$ cat config.mk
export PLATFORM = sky130hd
export DESIGN_NAME = hierarchical_timer_wheel
export DESIGN_NICKNAME = d
export VERILOG_FILES = /design/src/rtl/core/htw_pkg.sv /design/src/rtl/core/htw_place.sv /design/src/rtl/core/hierarchical_timer_wheel.sv
export SDC_FILE = /design/constraint.sdc
export NUM_CORES = 2
export LEC_CHECK = 0
export BUFFER_PORTS_ARGS = -buffer_cell sky130_fd_sc_hd__buf_4
export CAP_MARGIN = 20
export CORE_MARGIN = 8
export CORE_UTILIZATION = 60
export DETAILED_ROUTE_END_ITERATION = 12
export GPL_TIMING_DRIVEN = 0
export PLACE_DENSITY = 0.77
export SLEW_MARGIN = 10
export SYNTH_ARGS = -nofsm -noshare
export SYNTH_HDL_FRONTEND = slang
export SYNTH_SLANG_ARGS = --single-unit
export TNS_END_PERCENT = 5
$ cat constraint.sdc
create_clock -name clk_i -period 30.4 [get_ports clk_i]
set_input_delay 1.52 -clock clk_i [delete_from_list [all_inputs] [get_ports clk_i]]
set_output_delay 1.52 -clock clk_i [all_outputs]
set_load 0.01 [all_outputs]
$ cat src/rtl/core/htw_pkg.sv
// Shared types and constants for the hierarchical timer wheel.
// No dependencies; imported by every module of the block.
`default_nettype none
package htw_pkg;
  localparam int unsigned IdW   = 32;
  localparam int unsigned TimeW = 64;
  localparam int unsigned ActW  = 2;
  localparam int unsigned StW   = 2;
  localparam int unsigned LvlW  = 3;
  localparam int unsigned BktW  = 8;

  typedef enum logic [ActW-1:0] {
    ACT_INSERT = 2'd0,
    ACT_REMOVE = 2'd1,
    ACT_TICK   = 2'd2,
    ACT_NONE   = 2'd3
  } action_e;

  typedef enum logic [StW-1:0] {
    ST_OK   = 2'd0,
    ST_LATE = 2'd1,
    ST_FAR  = 2'd2,
    ST_FULL = 2'd3
  } status_e;

  // Placement result: level 0 is root, k+1 is upper level k.
  typedef struct packed {
    logic            far;
    logic [LvlW-1:0] lvl;
    logic [BktW-1:0] bkt;
  } place_t;
endpackage
`default_nettype wire

$ cat src/rtl/core/htw_place.sv
// Bucket placement unit: maps a deadline against the current tick to a
// level and bucket. Depends on htw_pkg.
`default_nettype none
module htw_place #(
  parameter int unsigned ROOT_BITS    = 8,
  parameter int unsigned LEVEL_BITS   = 6,
  parameter int unsigned UPPER_LEVELS = 4
) (
  input  logic [htw_pkg::TimeW-1:0] end_i,
  input  logic [htw_pkg::TimeW-1:0] now_i,
  output htw_pkg::place_t           place_o
);
  import htw_pkg::*;
  logic [TimeW-1:0] e_hi, c_hi;
  logic             found;
  logic [TimeW-1:0] es;
  always_comb begin
    e_hi = end_i >> ROOT_BITS;
    c_hi = now_i >> ROOT_BITS;
    place_o.far = 1'b0;
    place_o.lvl = '0;
    place_o.bkt = BktW'(end_i & TimeW'((1 << ROOT_BITS) - 1));
    found = (e_hi == c_hi);
    es = '0;
    for (int k = 0; k < UPPER_LEVELS; k++) begin
      if (!found && ((e_hi >> (LEVEL_BITS*(k+1))) == (c_hi >> (LEVEL_BITS*(k+1))))) begin
        found = 1'b1;
        es = e_hi >> (LEVEL_BITS*k);
        place_o.lvl = LvlW'(k + 1);
        place_o.bkt = BktW'(es & TimeW'((1 << LEVEL_BITS) - 1));
      end
    end
    if (!found) place_o.far = 1'b1;
  end
endmodule
`default_nettype wire

$ cat src/rtl/core/hierarchical_timer_wheel.sv
// Top level of the hierarchical timer wheel: handshake, sequencer and pool.
// Depends on htw_pkg and htw_place.
//
// A pool of POOL_ENTRIES timers sits in a register array; one sequencer
// walks it one entry per cycle through a single placement unit, pausing in
// the expiry scan while the output is stalled. Insert and remove run one
// lookup sweep. A tick runs an expiry scan sweep, preceded by a cascade
// sweep when the root wraps and a cascade target exists. Each input gives one
// transfer, or one transfer per expired timer on a tick (one when none
// expired), the final one with tlast set. Input is not taken while an item
// is in work; the next input can be taken in the cycle after the final
// result transfer.
`default_nettype none
module hierarchical_timer_wheel #(
  parameter int unsigned POOL_ENTRIES = 32,
  parameter int unsigned ROOT_BITS    = 8,
  parameter int unsigned LEVEL_BITS   = 6,
  parameter int unsigned UPPER_LEVELS = 4
) (
  input  logic         clk_i,
  input  logic         rst_ni,
  input  logic         s_axis_tvalid,
  output logic         s_axis_tready,
  // tdata: [1:0] action, [33:2] timer_id, [97:34] end_time, zero fill to 104
  input  logic [103:0] s_axis_tdata,
  output logic         m_axis_tvalid,
  input  logic         m_axis_tready,
  // tdata: [1:0] status, [2] expired_valid, [34:3] expired_id,
  //        [98:35] now_time, zero fill to 104
  output logic [103:0] m_axis_tdata,
  output logic         m_axis_tlast
);
  import htw_pkg::*;
  localparam int unsigned PW = (POOL_ENTRIES > 1) ? $clog2(POOL_ENTRIES) : 1;
  localparam int unsigned CW = $clog2(POOL_ENTRIES + 1);

  typedef enum logic [5:0] {
    S_IDLE  = 6'b000001,
    S_FIND  = 6'b000010,
    S_WRITE = 6'b000100,
    S_CASC  = 6'b001000,
    S_SCAN  = 6'b010000,
    S_OUT   = 6'b100000
  } state_e;

  state_e state_q, state_d;
  logic [POOL_ENTRIES-1:0] used_q;
  logic [IdW-1:0]   ident_q [POOL_ENTRIES];
  logic [TimeW-1:0] dead_q  [POOL_ENTRIES];
  logic [LvlW-1:0]  lvl_q   [POOL_ENTRIES];
  logic [BktW-1:0]  bkt_q   [POOL_ENTRIES];

  logic [TimeW-1:0] now_q;
  logic [ActW-1:0]  act_q;
  logic [IdW-1:0]   id_q;
  logic [TimeW-1:0] end_q;
  logic [CW-1:0]    idx_q;
  logic             hit_q, free_q;
  logic [PW-1:0]    hit_idx_q, free_idx_q;
  logic             casc_ok_q;
  logic [LvlW-1:0]  casc_lvl_q;
  logic [BktW-1:0]  casc_bkt_q;
  logic             emitted_q;
  logic [IdW-1:0]   pend_id_q;
  logic             ovalid_q, olast_q, oexp_q;
  logic [StW-1:0]   ost_q;
  logic [IdW-1:0]   oid_q;

  logic [PW-1:0]    pi;
  logic             in_xfer, out_xfer, out_free;
  logic [TimeW-1:0] p_end, p_now;
  place_t           pl;
  logic [TimeW-1:0] now_inc;

  assign pi = idx_q[PW-1:0];
  assign in_xfer  = s_axis_tvalid && s_axis_tready;
  assign out_xfer = m_axis_tvalid && m_axis_tready;
  assign out_free = !ovalid_q || m_axis_tready;
  assign s_axis_tready = (state_q == S_IDLE) && !ovalid_q;
  assign now_inc = now_q + TimeW'(1);

  // One shared placement unit: insert deadline or cascading entry deadline.
  assign p_end = (state_q == S_CASC) ? dead_q[pi] : end_q;
  assign p_now = now_q;
  htw_place #(.ROOT_BITS(ROOT_BITS), .LEVEL_BITS(LEVEL_BITS),
              .UPPER_LEVELS(UPPER_LEVELS)) u_place (
    .end_i(p_end), .now_i(p_now), .place_o(pl));

  // Cascade target, derived from the tick being taken (now_inc; now_q not yet bumped).
  logic             c_ok;
  logic [LvlW-1:0]  c_lvl;
  logic [BktW-1:0]  c_bkt;
  logic [TimeW-1:0] c_c, c_l;
  logic             c_fnd;
  always_comb begin
    c_c = now_inc >> ROOT_BITS;
    c_l = now_q >> ROOT_BITS;
    c_ok = 1'b0; c_lvl = '0; c_bkt = '0; c_fnd = 1'b0;
    for (int k = 0; k < UPPER_LEVELS; k++) begin
      if (!c_fnd && ((c_l >> (LEVEL_BITS*(k+1))) == (c_c >> (LEVEL_BITS*(k+1))))) begin
        c_fnd = 1'b1;
        c_ok  = 1'b1;
        c_lvl = LvlW'(k + 1);
        c_bkt = BktW'((c_c >> (LEVEL_BITS*k)) & TimeW'((1 << LEVEL_BITS) - 1));
      end
    end
  end

  logic root_wrap;
  assign root_wrap = ((now_inc & TimeW'((1 << ROOT_BITS) - 1)) == '0);
  logic sweep_end;
  assign sweep_end = (idx_q == CW'(POOL_ENTRIES - 1));

  always_comb begin
    state_d = state_q;
    case (state_q)
      S_IDLE:  if (in_xfer) begin
        if (action_e'(s_axis_tdata[1:0]) == ACT_TICK) state_d = S_CASC;
        else state_d = S_FIND;
      end
      S_FIND:  if (sweep_end) state_d = S_WRITE;
      S_WRITE: if (out_free) state_d = S_IDLE;
      S_CASC:  if (!casc_ok_q || sweep_end) state_d = S_SCAN;
      S_SCAN:  if (sweep_end && out_free) state_d = S_OUT;
      S_OUT:   if (out_free) state_d = S_IDLE;
      default: state_d = S_IDLE;
    endcase
  end

  logic scan_hit;
  assign scan_hit = used_q[pi] && (lvl_q[pi] == '0) &&
                    (bkt_q[pi] == BktW'(now_q & TimeW'((1 << ROOT_BITS) - 1)));

  // Load a new result into the output register this cycle.
  logic oset;
  assign oset = out_free && ((state_q == S_WRITE) || (state_q == S_OUT) ||
                             ((state_q == S_SCAN) && scan_hit && emitted_q));

  always_ff @(posedge clk_i or negedge rst_ni) begin
    if (!rst_ni) begin
      state_q <= S_IDLE;
      used_q <= '0;
      now_q <= '0;
      idx_q <= '0;
      ovalid_q <= 1'b0;
      hit_q <= 1'b0; free_q <= 1'b0; casc_ok_q <= 1'b0; emitted_q <= 1'b0;
    end else begin
      state_q <= state_d;
      if (oset) ovalid_q <= 1'b1;
      else if (out_xfer) ovalid_q <= 1'b0;
      case (state_q)
        S_IDLE: if (in_xfer) begin
          act_q <= s_axis_tdata[1:0];
          id_q  <= s_axis_tdata[33:2];
          end_q <= s_axis_tdata[97:34];
          idx_q <= '0;
          hit_q <= 1'b0; free_q <= 1'b0; emitted_q <= 1'b0;
          if (action_e'(s_axis_tdata[1:0]) == ACT_TICK) begin
            now_q <= now_inc;
            casc_ok_q  <= root_wrap && c_ok;
            casc_lvl_q <= c_lvl;
            casc_bkt_q <= c_bkt;
          end
        end
        S_FIND: begin
          // Hold the first live id match and the first free entry.
          if (!hit_q && used_q[pi] && ident_q[pi] == id_q) begin
            hit_q <= 1'b1; hit_idx_q <= pi;
          end
          if (!free_q && !used_q[pi]) begin
            free_q <= 1'b1; free_idx_q <= pi;
          end
          idx_q <= sweep_end ? '0 : idx_q + CW'(1);
        end
        S_WRITE: if (out_free) begin
          olast_q <= 1'b1; oexp_q <= 1'b0; oid_q <= '0;
          ost_q <= ST_OK;
          if (action_e'(act_q) == ACT_REMOVE) begin
            if (hit_q) used_q[hit_idx_q] <= 1'b0;
          end else if (action_e'(act_q) == ACT_INSERT) begin
            if (end_q <= now_q) ost_q <= ST_LATE;
            else if (pl.far) ost_q <= ST_FAR;
            else if (!hit_q && !free_q) ost_q <= ST_FULL;
            else begin
              used_q[hit_q ? hit_idx_q : free_idx_q] <= 1'b1;
              ident_q[hit_q ? hit_idx_q : free_idx_q] <= id_q;
              dead_q[hit_q ? hit_idx_q : free_idx_q] <= end_q;
              lvl_q[hit_q ? hit_idx_q : free_idx_q] <= pl.lvl;
              bkt_q[hit_q ? hit_idx_q : free_idx_q] <= pl.bkt;
            end
          end
        end
        S_CASC: begin
          if (casc_ok_q) begin
            if (used_q[pi] && lvl_q[pi] == casc_lvl_q && bkt_q[pi] == casc_bkt_q) begin
              if (dead_q[pi] < now_q || pl.far) used_q[pi] <= 1'b0;
              else begin
                lvl_q[pi] <= pl.lvl;
                bkt_q[pi] <= pl.bkt;
              end
            end
            idx_q <= sweep_end ? '0 : idx_q + CW'(1);
          end
        end
        S_SCAN: if (out_free) begin
          // Emit each hit when the next one is found (the final one from S_OUT), so tlast can be set on the final one.
          if (scan_hit) begin
            used_q[pi] <= 1'b0;
            if (emitted_q) begin
              olast_q <= 1'b0; oexp_q <= 1'b1; ost_q <= ST_OK;
              oid_q <= pend_id_q;
            end
            pend_id_q <= ident_q[pi];
            emitted_q <= 1'b1;
          end
          idx_q <= sweep_end ? '0 : idx_q + CW'(1);
        end
        S_OUT: if (out_free) begin
          olast_q <= 1'b1; ost_q <= ST_OK;
          oexp_q <= emitted_q;
          oid_q <= emitted_q ? pend_id_q : '0;
        end
        default: ;
      endcase
    end
  end

  // The pending id is overwritten only as the prior one is loaded into oid_q; send_id is oid_q.
  logic [IdW-1:0] send_id;
  assign send_id = oid_q;
  assign m_axis_tvalid = ovalid_q;
  assign m_axis_tlast  = olast_q;
  assign m_axis_tdata  = {5'd0, now_q, send_id, oexp_q, ost_q};

  assert property (@(posedge clk_i) disable iff (!rst_ni)
    s_axis_tready |-> !ovalid_q)
    else $error("input taken with a pending result");
  assert property (@(posedge clk_i) disable iff (!rst_ni)
    in_xfer |=> state_q != S_IDLE)
    else $error("sequencer did not start on a transfer");
  assert property (@(posedge clk_i) disable iff (!rst_ni)
    $onehot(state_q))
    else $error("state not one-hot");
endmodule
`default_nettype wire
Word-level counts from Yosys, hierarchy flattened

Memories as Yosys holds them, arrays and structs flattened.
Index checks and enable logic that the tools add are counted.

Register bits: 300
Bits in writable memories: 3424
Input bits: 108
Output and inout bits: 107
Word-level logic and storage cells: 269
Memories kept: 4

Memory list:

| name    | words | width | rd ports | clocked after Yosys merged registers in | write ports | line                           | RTL |
|---|---|---|---|---|---|---|---|
| dead_q  | 32    | 64    | 1        | 0                                       | 1           | hierarchical_timer_wheel.sv:49 | `logic [TimeW-1:0] dead_q [POOL_ENTRIES];` |
| ident_q | 32    | 32    | 1        | 0                                       | 1           | hierarchical_timer_wheel.sv:48 | `logic [IdW-1:0] ident_q [POOL_ENTRIES];` |
| bkt_q   | 32    | 8     | 1        | 0                                       | 1           | hierarchical_timer_wheel.sv:51 | `logic [BktW-1:0] bkt_q [POOL_ENTRIES];` |
| lvl_q   | 32    | 3     | 1        | 0                                       | 1           | hierarchical_timer_wheel.sv:50 | `logic [LvlW-1:0] lvl_q [POOL_ENTRIES];` |

$add $sub $neg: 2
Order comparisons: 8
Eq/ne operators: 42
Multiplexer cells: 113
Bitwise gates (word level): 5
Reduce and logical (&&, ||, !) cells: 73

Operators by type and width:

| operator                                                   | count |
|---|---|
| two-way mux 32 bit                                         | 18 |
| case mux 32 bit (3 select lines)                           | 2 |
| equality test 50 bit                                       | 2 |
| equality test 32 bit                                       | 3 |
| equality test 44 bit                                       | 2 |
| two-way mux 6 bit                                          | 13 |
| equality test 38 bit                                       | 2 |
| adder 64 x 1 -> 64 bit, second input constant              | 1 |
| AND 32 bit                                                 | 2 |
| <= comparator 64 bit                                       | 1 |
| logical NOT 64 bit                                         | 1 |
| less-than comparator 64 bit                                | 1 |
| two-way mux 64 bit                                         | 1 |
| NOT 32 bit                                                 | 2 |
| equality test 56 bit                                       | 1 |
| two-way mux 1 bit                                          | 45 |
| two-way mux 11 bit                                         | 3 |
| OR 32 bit                                                  | 1 |
| case mux 6 bit (5 select lines)                            | 1 |
| logical AND 1 bit                                          | 28 |
| two-way mux 2 bit                                          | 12 |
| case mux 6 bit (4 select lines)                            | 1 |
| inequality test 2 bit, second input constant               | 11 |
| less-than comparator 5 x 6 -> 1 bit, second input constant | 3 |
| 41 further kinds                                           | 86 |

Logic depth before layout (Yosys ltp)

Depth in word-level cells: 25
Mapped depth: 29
Gate-level depth less buffers: 17

Cells and area by module

Synthesis repeated with hierarchy kept, for this count alone.

Cell total of the unflattened synthesis: 7053
Area, all modules: 146261.5 µm²

Modules (own cells, without submodules):

| module                   | instances | cells an instance | area an instance (µm²) | sequential area each (µm²) |
|---|---|---|---|---|
| hierarchical_timer_wheel | 1         | 6932              | 145316.9               | 111202.9 |
| htw_place                | 1         | 121               | 944.7                  | 0.0 |

Worst setup path before layout

OpenSTA, ideal clock, no wires.

Path kind: flip-flop to flip-flop
Start point: reg idx_q[0]
End point: mem dead_q[21][0] (enable)
Library setup time: 552 ps
Arrival: 9711 ps
Required time: 29848 ps
Slack: 20138 ps
Stages on the path, launching flop included: 29
Buffers on the path: 13
Period minus slack after synthesis: 10262 ps
Cells stage by stage: dfrtp_1 -> buf_6 -> buf_6 -> buf_6 -> buf_6 -> buf_6 -> buf_4 -> buf_4 -> buf_6 -> buf_6 -> buf_4 -> buf_4 -> buf_2 -> buf_2 -> mux4_2 -> a22oi_1 -> nand4_1 -> ha_1 -> and3_1 -> a221o_1 -> a21oi_1 -> nor3b_1 -> a2111oi_0 -> o311ai_0 -> and3_1 -> nor2_2 -> nand4_1 -> a21boi_0 -> nor2_1

Longest elaborated chain between the ends: 23
Elaborated cells on any way between the ends: 27

Ends and longest elaborated chain:

| what                                        | line                            | RTL |
|---|---|---|
| from (decl)                                 | hierarchical_timer_wheel.sv:57  | `logic [CW-1:0] idx_q;` |
| from (signal assigned)                      | hierarchical_timer_wheel.sv:173 | `idx_q <= sweep_end ? '0 : idx_q + CW'(1);` |
| from (signal assigned)                      | hierarchical_timer_wheel.sv:202 | `idx_q <= sweep_end ? '0 : idx_q + CW'(1);` |
| from (signal assigned)                      | hierarchical_timer_wheel.sv:216 | `idx_q <= sweep_end ? '0 : idx_q + CW'(1);` |
| memory read (32 x 64 bit) (*)               | n/a                             |  |
| two-way mux 64 bit (*)                      | hierarchical_timer_wheel.sv:83  | `assign p_end = (state_q == S_CASC) ? dead_q[pi] : end_q;` |
| equality test 56 bit                        | htw_place.sv:23                 | `found = (e_hi == c_hi);` |
| logical NOT 1 bit                           | htw_place.sv:26                 | `if (!found && ((e_hi >> (LEVEL_BITS*(k+1))) == (c_hi >> (LEVEL_BITS*(k+1))))) begin` |
| logical AND 1 bit                           | htw_place.sv:26                 |  |
| two-way mux 1 bit                           | htw_place.sv:26                 |  |
| logical NOT 1 bit                           | htw_place.sv:26                 |  |
| logical AND 1 bit                           | htw_place.sv:26                 |  |
| [... 7 more ...]                            | n/a                             |  |
| two-way mux 1 bit (*)                       | hierarchical_timer_wheel.sv:182 | `else if (pl.far) ost_q <= ST_FAR;` |
| two-way mux 1 bit (*)                       | hierarchical_timer_wheel.sv:181 | `if (end_q <= now_q) ost_q <= ST_LATE;` |
| two-way mux 1 bit (*)                       | hierarchical_timer_wheel.sv:180 | `end else if (action_e'(act_q) == ACT_INSERT) begin` |
| two-way mux 1 bit (*)                       | hierarchical_timer_wheel.sv:178 | `if (action_e'(act_q) == ACT_REMOVE) begin` |
| two-way mux 1 bit (*)                       | hierarchical_timer_wheel.sv:175 | `S_WRITE: if (out_free) begin` |
| two-way mux 1 bit (*)                       | hierarchical_timer_wheel.sv:151 | `case (state_q)` |
| logical AND 1 bit (not written as such) (*) | hierarchical_timer_wheel.sv:187 | `dead_q[hit_q ? hit_idx_q : free_idx_q] <= end_q;` |
| two-way mux 1 bit (*)                       | hierarchical_timer_wheel.sv:187 |  |
| to (decl)                                   | hierarchical_timer_wheel.sv:49  |  |

Every way passes the cells marked *; elsewhere a longest branch is shown, timed or not.

Final worst setup path

Start point: reg idx_q[1]
End point: mem ident_q[21][8] (enable)

Longest elaborated chain between the ends: 23
Elaborated cells on any way between the ends: 27

Ends and longest elaborated chain:

| what                                        | line                            | RTL |
|---|---|---|
| memory read (32 x 64 bit) (*)               | n/a                             |  |
| two-way mux 64 bit (*)                      | hierarchical_timer_wheel.sv:83  |  |
| equality test 56 bit                        | htw_place.sv:23                 |  |
| logical NOT 1 bit                           | htw_place.sv:26                 |  |
| logical AND 1 bit                           | htw_place.sv:26                 |  |
| two-way mux 1 bit                           | htw_place.sv:26                 |  |
| logical NOT 1 bit                           | htw_place.sv:26                 |  |
| logical AND 1 bit                           | htw_place.sv:26                 |  |
| [... 7 more ...]                            | n/a                             |  |
| two-way mux 1 bit (*)                       | hierarchical_timer_wheel.sv:182 |  |
| two-way mux 1 bit (*)                       | hierarchical_timer_wheel.sv:181 |  |
| two-way mux 1 bit (*)                       | hierarchical_timer_wheel.sv:180 |  |
| two-way mux 1 bit (*)                       | hierarchical_timer_wheel.sv:178 |  |
| two-way mux 1 bit (*)                       | hierarchical_timer_wheel.sv:175 |  |
| two-way mux 1 bit (*)                       | hierarchical_timer_wheel.sv:151 |  |
| logical AND 1 bit (not written as such) (*) | hierarchical_timer_wheel.sv:186 | `ident_q[hit_q ? hit_idx_q : free_idx_q] <= id_q;` |
| two-way mux 1 bit (*)                       | hierarchical_timer_wheel.sv:186 |  |
| to (decl)                                   | hierarchical_timer_wheel.sv:48  |  |

Marks and branches as above.

==> results.ini <==
[flow_run]
maxCapViolations=0

[critical_path]
crit_buf_inv=13
startpoint=idx_q[1]
reg2regPathDepth=28
cp_num_cells=28
crit_fanout=13
cpPeakStageDelay_ns=0.87
end_kind=register
crit_type=register to register
slowest_stage=o311ai_1
r2r-end=ident_q[21][8]
cp-endpoint=ident_q[21][8]
crit_required_ns=31.13
r2r_slack_ns=18.89
path_delay_family=buffers and inverters
worst_r2r_startpoint=idx_q[1]
start_kind=register
crit_arrival_ns=12.24

[sta]
relSlewSlack_pct=11.8
clock.fmax_mhz=86.9
finalWorstSetupSlack_ns=18.89
grt_setup_unrepaired=no
worst-slew-pin-transition_ns=1.31
holdWs_ns=0.489
setup_tns_ns=0
hold_violations=0
drv_slew=0
fin_worst_skew_ns=0.0821
period_share_pct=37.9
period_needed_ns=11.51
setup_viol=0

[pwr]
p_comb_share_pct=15.7
power_leakage_nw=55.4
seqPwrFrac_pct=47.1
power_frac_clock_pct=37.1
swShare_pct=26.6
p_total_w=0.0124
p_per_area_nw_per_um2=71.8
peakVddDrop_v=0.0000609
p_sw_w=0.00329
power.internal_w=0.00909

[drt]
vias=91428
ant_nets=0
routedWlPerCell_um=41.5
drt-initial-drc-count=17595
drt-pass1-iter-count=8
drc=0
viasPerCell=7.35
routed_wl_mm=516

[synth]
yosysSeqAreaShare_pct=75.1
synth.area.top_cells=edfxtp_1, mux2i_1, mux4_2
netlist.area_leader.share_pct=73.2
syn_area_per_cell_um2=18.4
synth-edff-count=3609
synthArstFlopShare_pct=3.04
dominantRegCellSynth=edfxtp_1
synth_seq_cells=3722
synth_cell_type_count=79
yosys.area.top_type=edfxtp_1
synth_warnings=0
netlist_instances=8032
synth_area_um2=148000

[clock_network]
post_cts_buffers=0
clock-sinks=3722
root_buffer=clkbuf_16
ctsHoldBuffers=0
clk_pin_slew_ns=0.06
cts_tree=done
cts_buffer_depth=4
cts_max_level=5
cts_buffers=372
cts_repair_resize_count=0
clock_latency_ns=1.03

[floorplan]
die_h_um=513
core_um2=246000
fp.dieW_um=513
rows=182
die_area_um2=263000
ios=215
start_util_pct=60.3

[grt]
antenna_found_initial=22
grt_start_max_net_pins=71
grt_pass1_wl_mm=695
grt-ovfl-total=0
grt_pass1_vias=89204
grt_use_total_pct=37.9

[placed_design]
finalWeightedCongestion=0.948
post-place-ws_ns=19.35
dp_cells=11720
dp_hpwl_mm=318
io_buffer_count=203

[layout]
layout-drive-gt1-share_pct=19.4
finalNonFillerCells=12432
final_common_cell=edfxtp_1
final_cell_mix=edfxtp_1, mux2i_1, o22ai_1, clkbuf_16, mux4_2
syn2layout_area_growth_pct=16.4
final_net_count=9161

[min_path]
hold_path.class=input pin to asynchronous set/reset pin

[status]
status=completed

layer usage:
metal  wire, um  GRT usage, %  vias up
met2     229000          57.7     9347
li1           -             -    34513
met1     166000          48.5    45375
met3      79500          10.9     2179
met4      41800          24.0       14
met5        190             0        -
through the flow:
| stage | utilization [%] | cell area [um2] |
|---|---|---|
| after CTS | 69.8 | 172000 |
| after detailed placement | 65.0 | 160000 |
| after global placement | 62.6 | 154000 |
| after floorplan | - | 148000 |
| after global routing | 70.2 | 172000 |
| final | 70.2 | 172000 |
power by group through the flow:
stage / registers (W) / logic [W] / clock network, W
after floorplan: 0.00591 / 0.00115 / 0
after global placement: 0.00597 / 0.00175 / 0
after detailed placement: 0.00597 / 0.00180 / 0
after CTS: 0.00586 / 0.00183 / 0.00456
after global routing: 0.00584 / 0.00198 / 0.00476
final: 0.00584 / 0.00195 / 0.00460
synth_stat cells (all sizes together), types with 8 or more instances:
master / instances
a21boi: 28
a21o: 48
a21oi: 102
a221oi: 8
a22o: 8
a22oi: 191
and2: 42
and3: 35
buf: 279
clkbuf: 142
dfrtp: 112
edfxtp: 3609
ha: 132
inv: 82
mux2: 36
mux2i: 1069
mux4: 336
nand2: 239
nand2b: 10
nand3: 67
nand3b: 10
nand4: 104
nand4b: 9
nor2: 143
nor2b: 16
nor3: 55
nor3b: 8
nor4: 164
o21ai: 108
o22ai: 541
or4: 9
xnor2: 164
xor2: 33
cells by family after synthesis:
kind of cell | Yosys count | synth area share, %
compound gates | 1089 | 4.75
xor+xnor | 197 | 1.16
fa+ha+maj | 132 | 1.11
buf+inv | 504 | 1.84
flops | 3722 | 75.1
mux | 1441 | 12.7
other cells | 1 | 0.00253
simple gates | 946 | 3.39
how the worst min path moves through the flow:
stage	end	slack (ns)	depth (start not counted)	startpoint
2_1_floorplan	used_q[15]	0.45	1	used_q[15]
3_3_place_gp	emitted_q	0.51	2	emitted_q
3_5_place_dp	oid_q[5]	0.51	1	pend_id_q[5]
4_1_cts	now_q[62]	0.46	1	rst_ni
5_1_grt	now_q[47]	0.52	1	rst_ni
6_report	now_q[43]	0.49	1	rst_ni
sequential cells by signal, summed over array words and instances, names as in the netlist, 32 cells and up:
signal / flops
dead_q: 2048
end_q: 64
now_q: 64
used_q: 32
ident_q: 1024
oid_q: 32
pend_id_q: 32
bkt_q: 256
id_q: 32
lvl_q: 96
layout make-up:
type	count	area (um2)
diodes	11	27.5
plain buffers	421	2420
clock buffers	450	9730
clock inverters	204	2180
fillers	14433	73300
inverters	83	379
multi-input cells	3810	34700
flip-flops and latches	3722	111000
well taps	3220	4030
repair buffers	511	7770
worst register-to-register path, delay by kind of cell, from the launching register on:
| family | cells | cell delay (ns) |
|---|---|---|
| flip-flops | 1 | 0.60 |
| adder cells (fa/ha/maj) | 1 | 0.33 |
| multiplexers | 1 | 0.40 |
| AND/OR/NAND/NOR | 7 | 1.79 |
| buffers and inverters | 13 | 5.85 |
| AO/OA/AOI/OAI | 6 | 2.23 |
(Power assumes the default switching activity.)
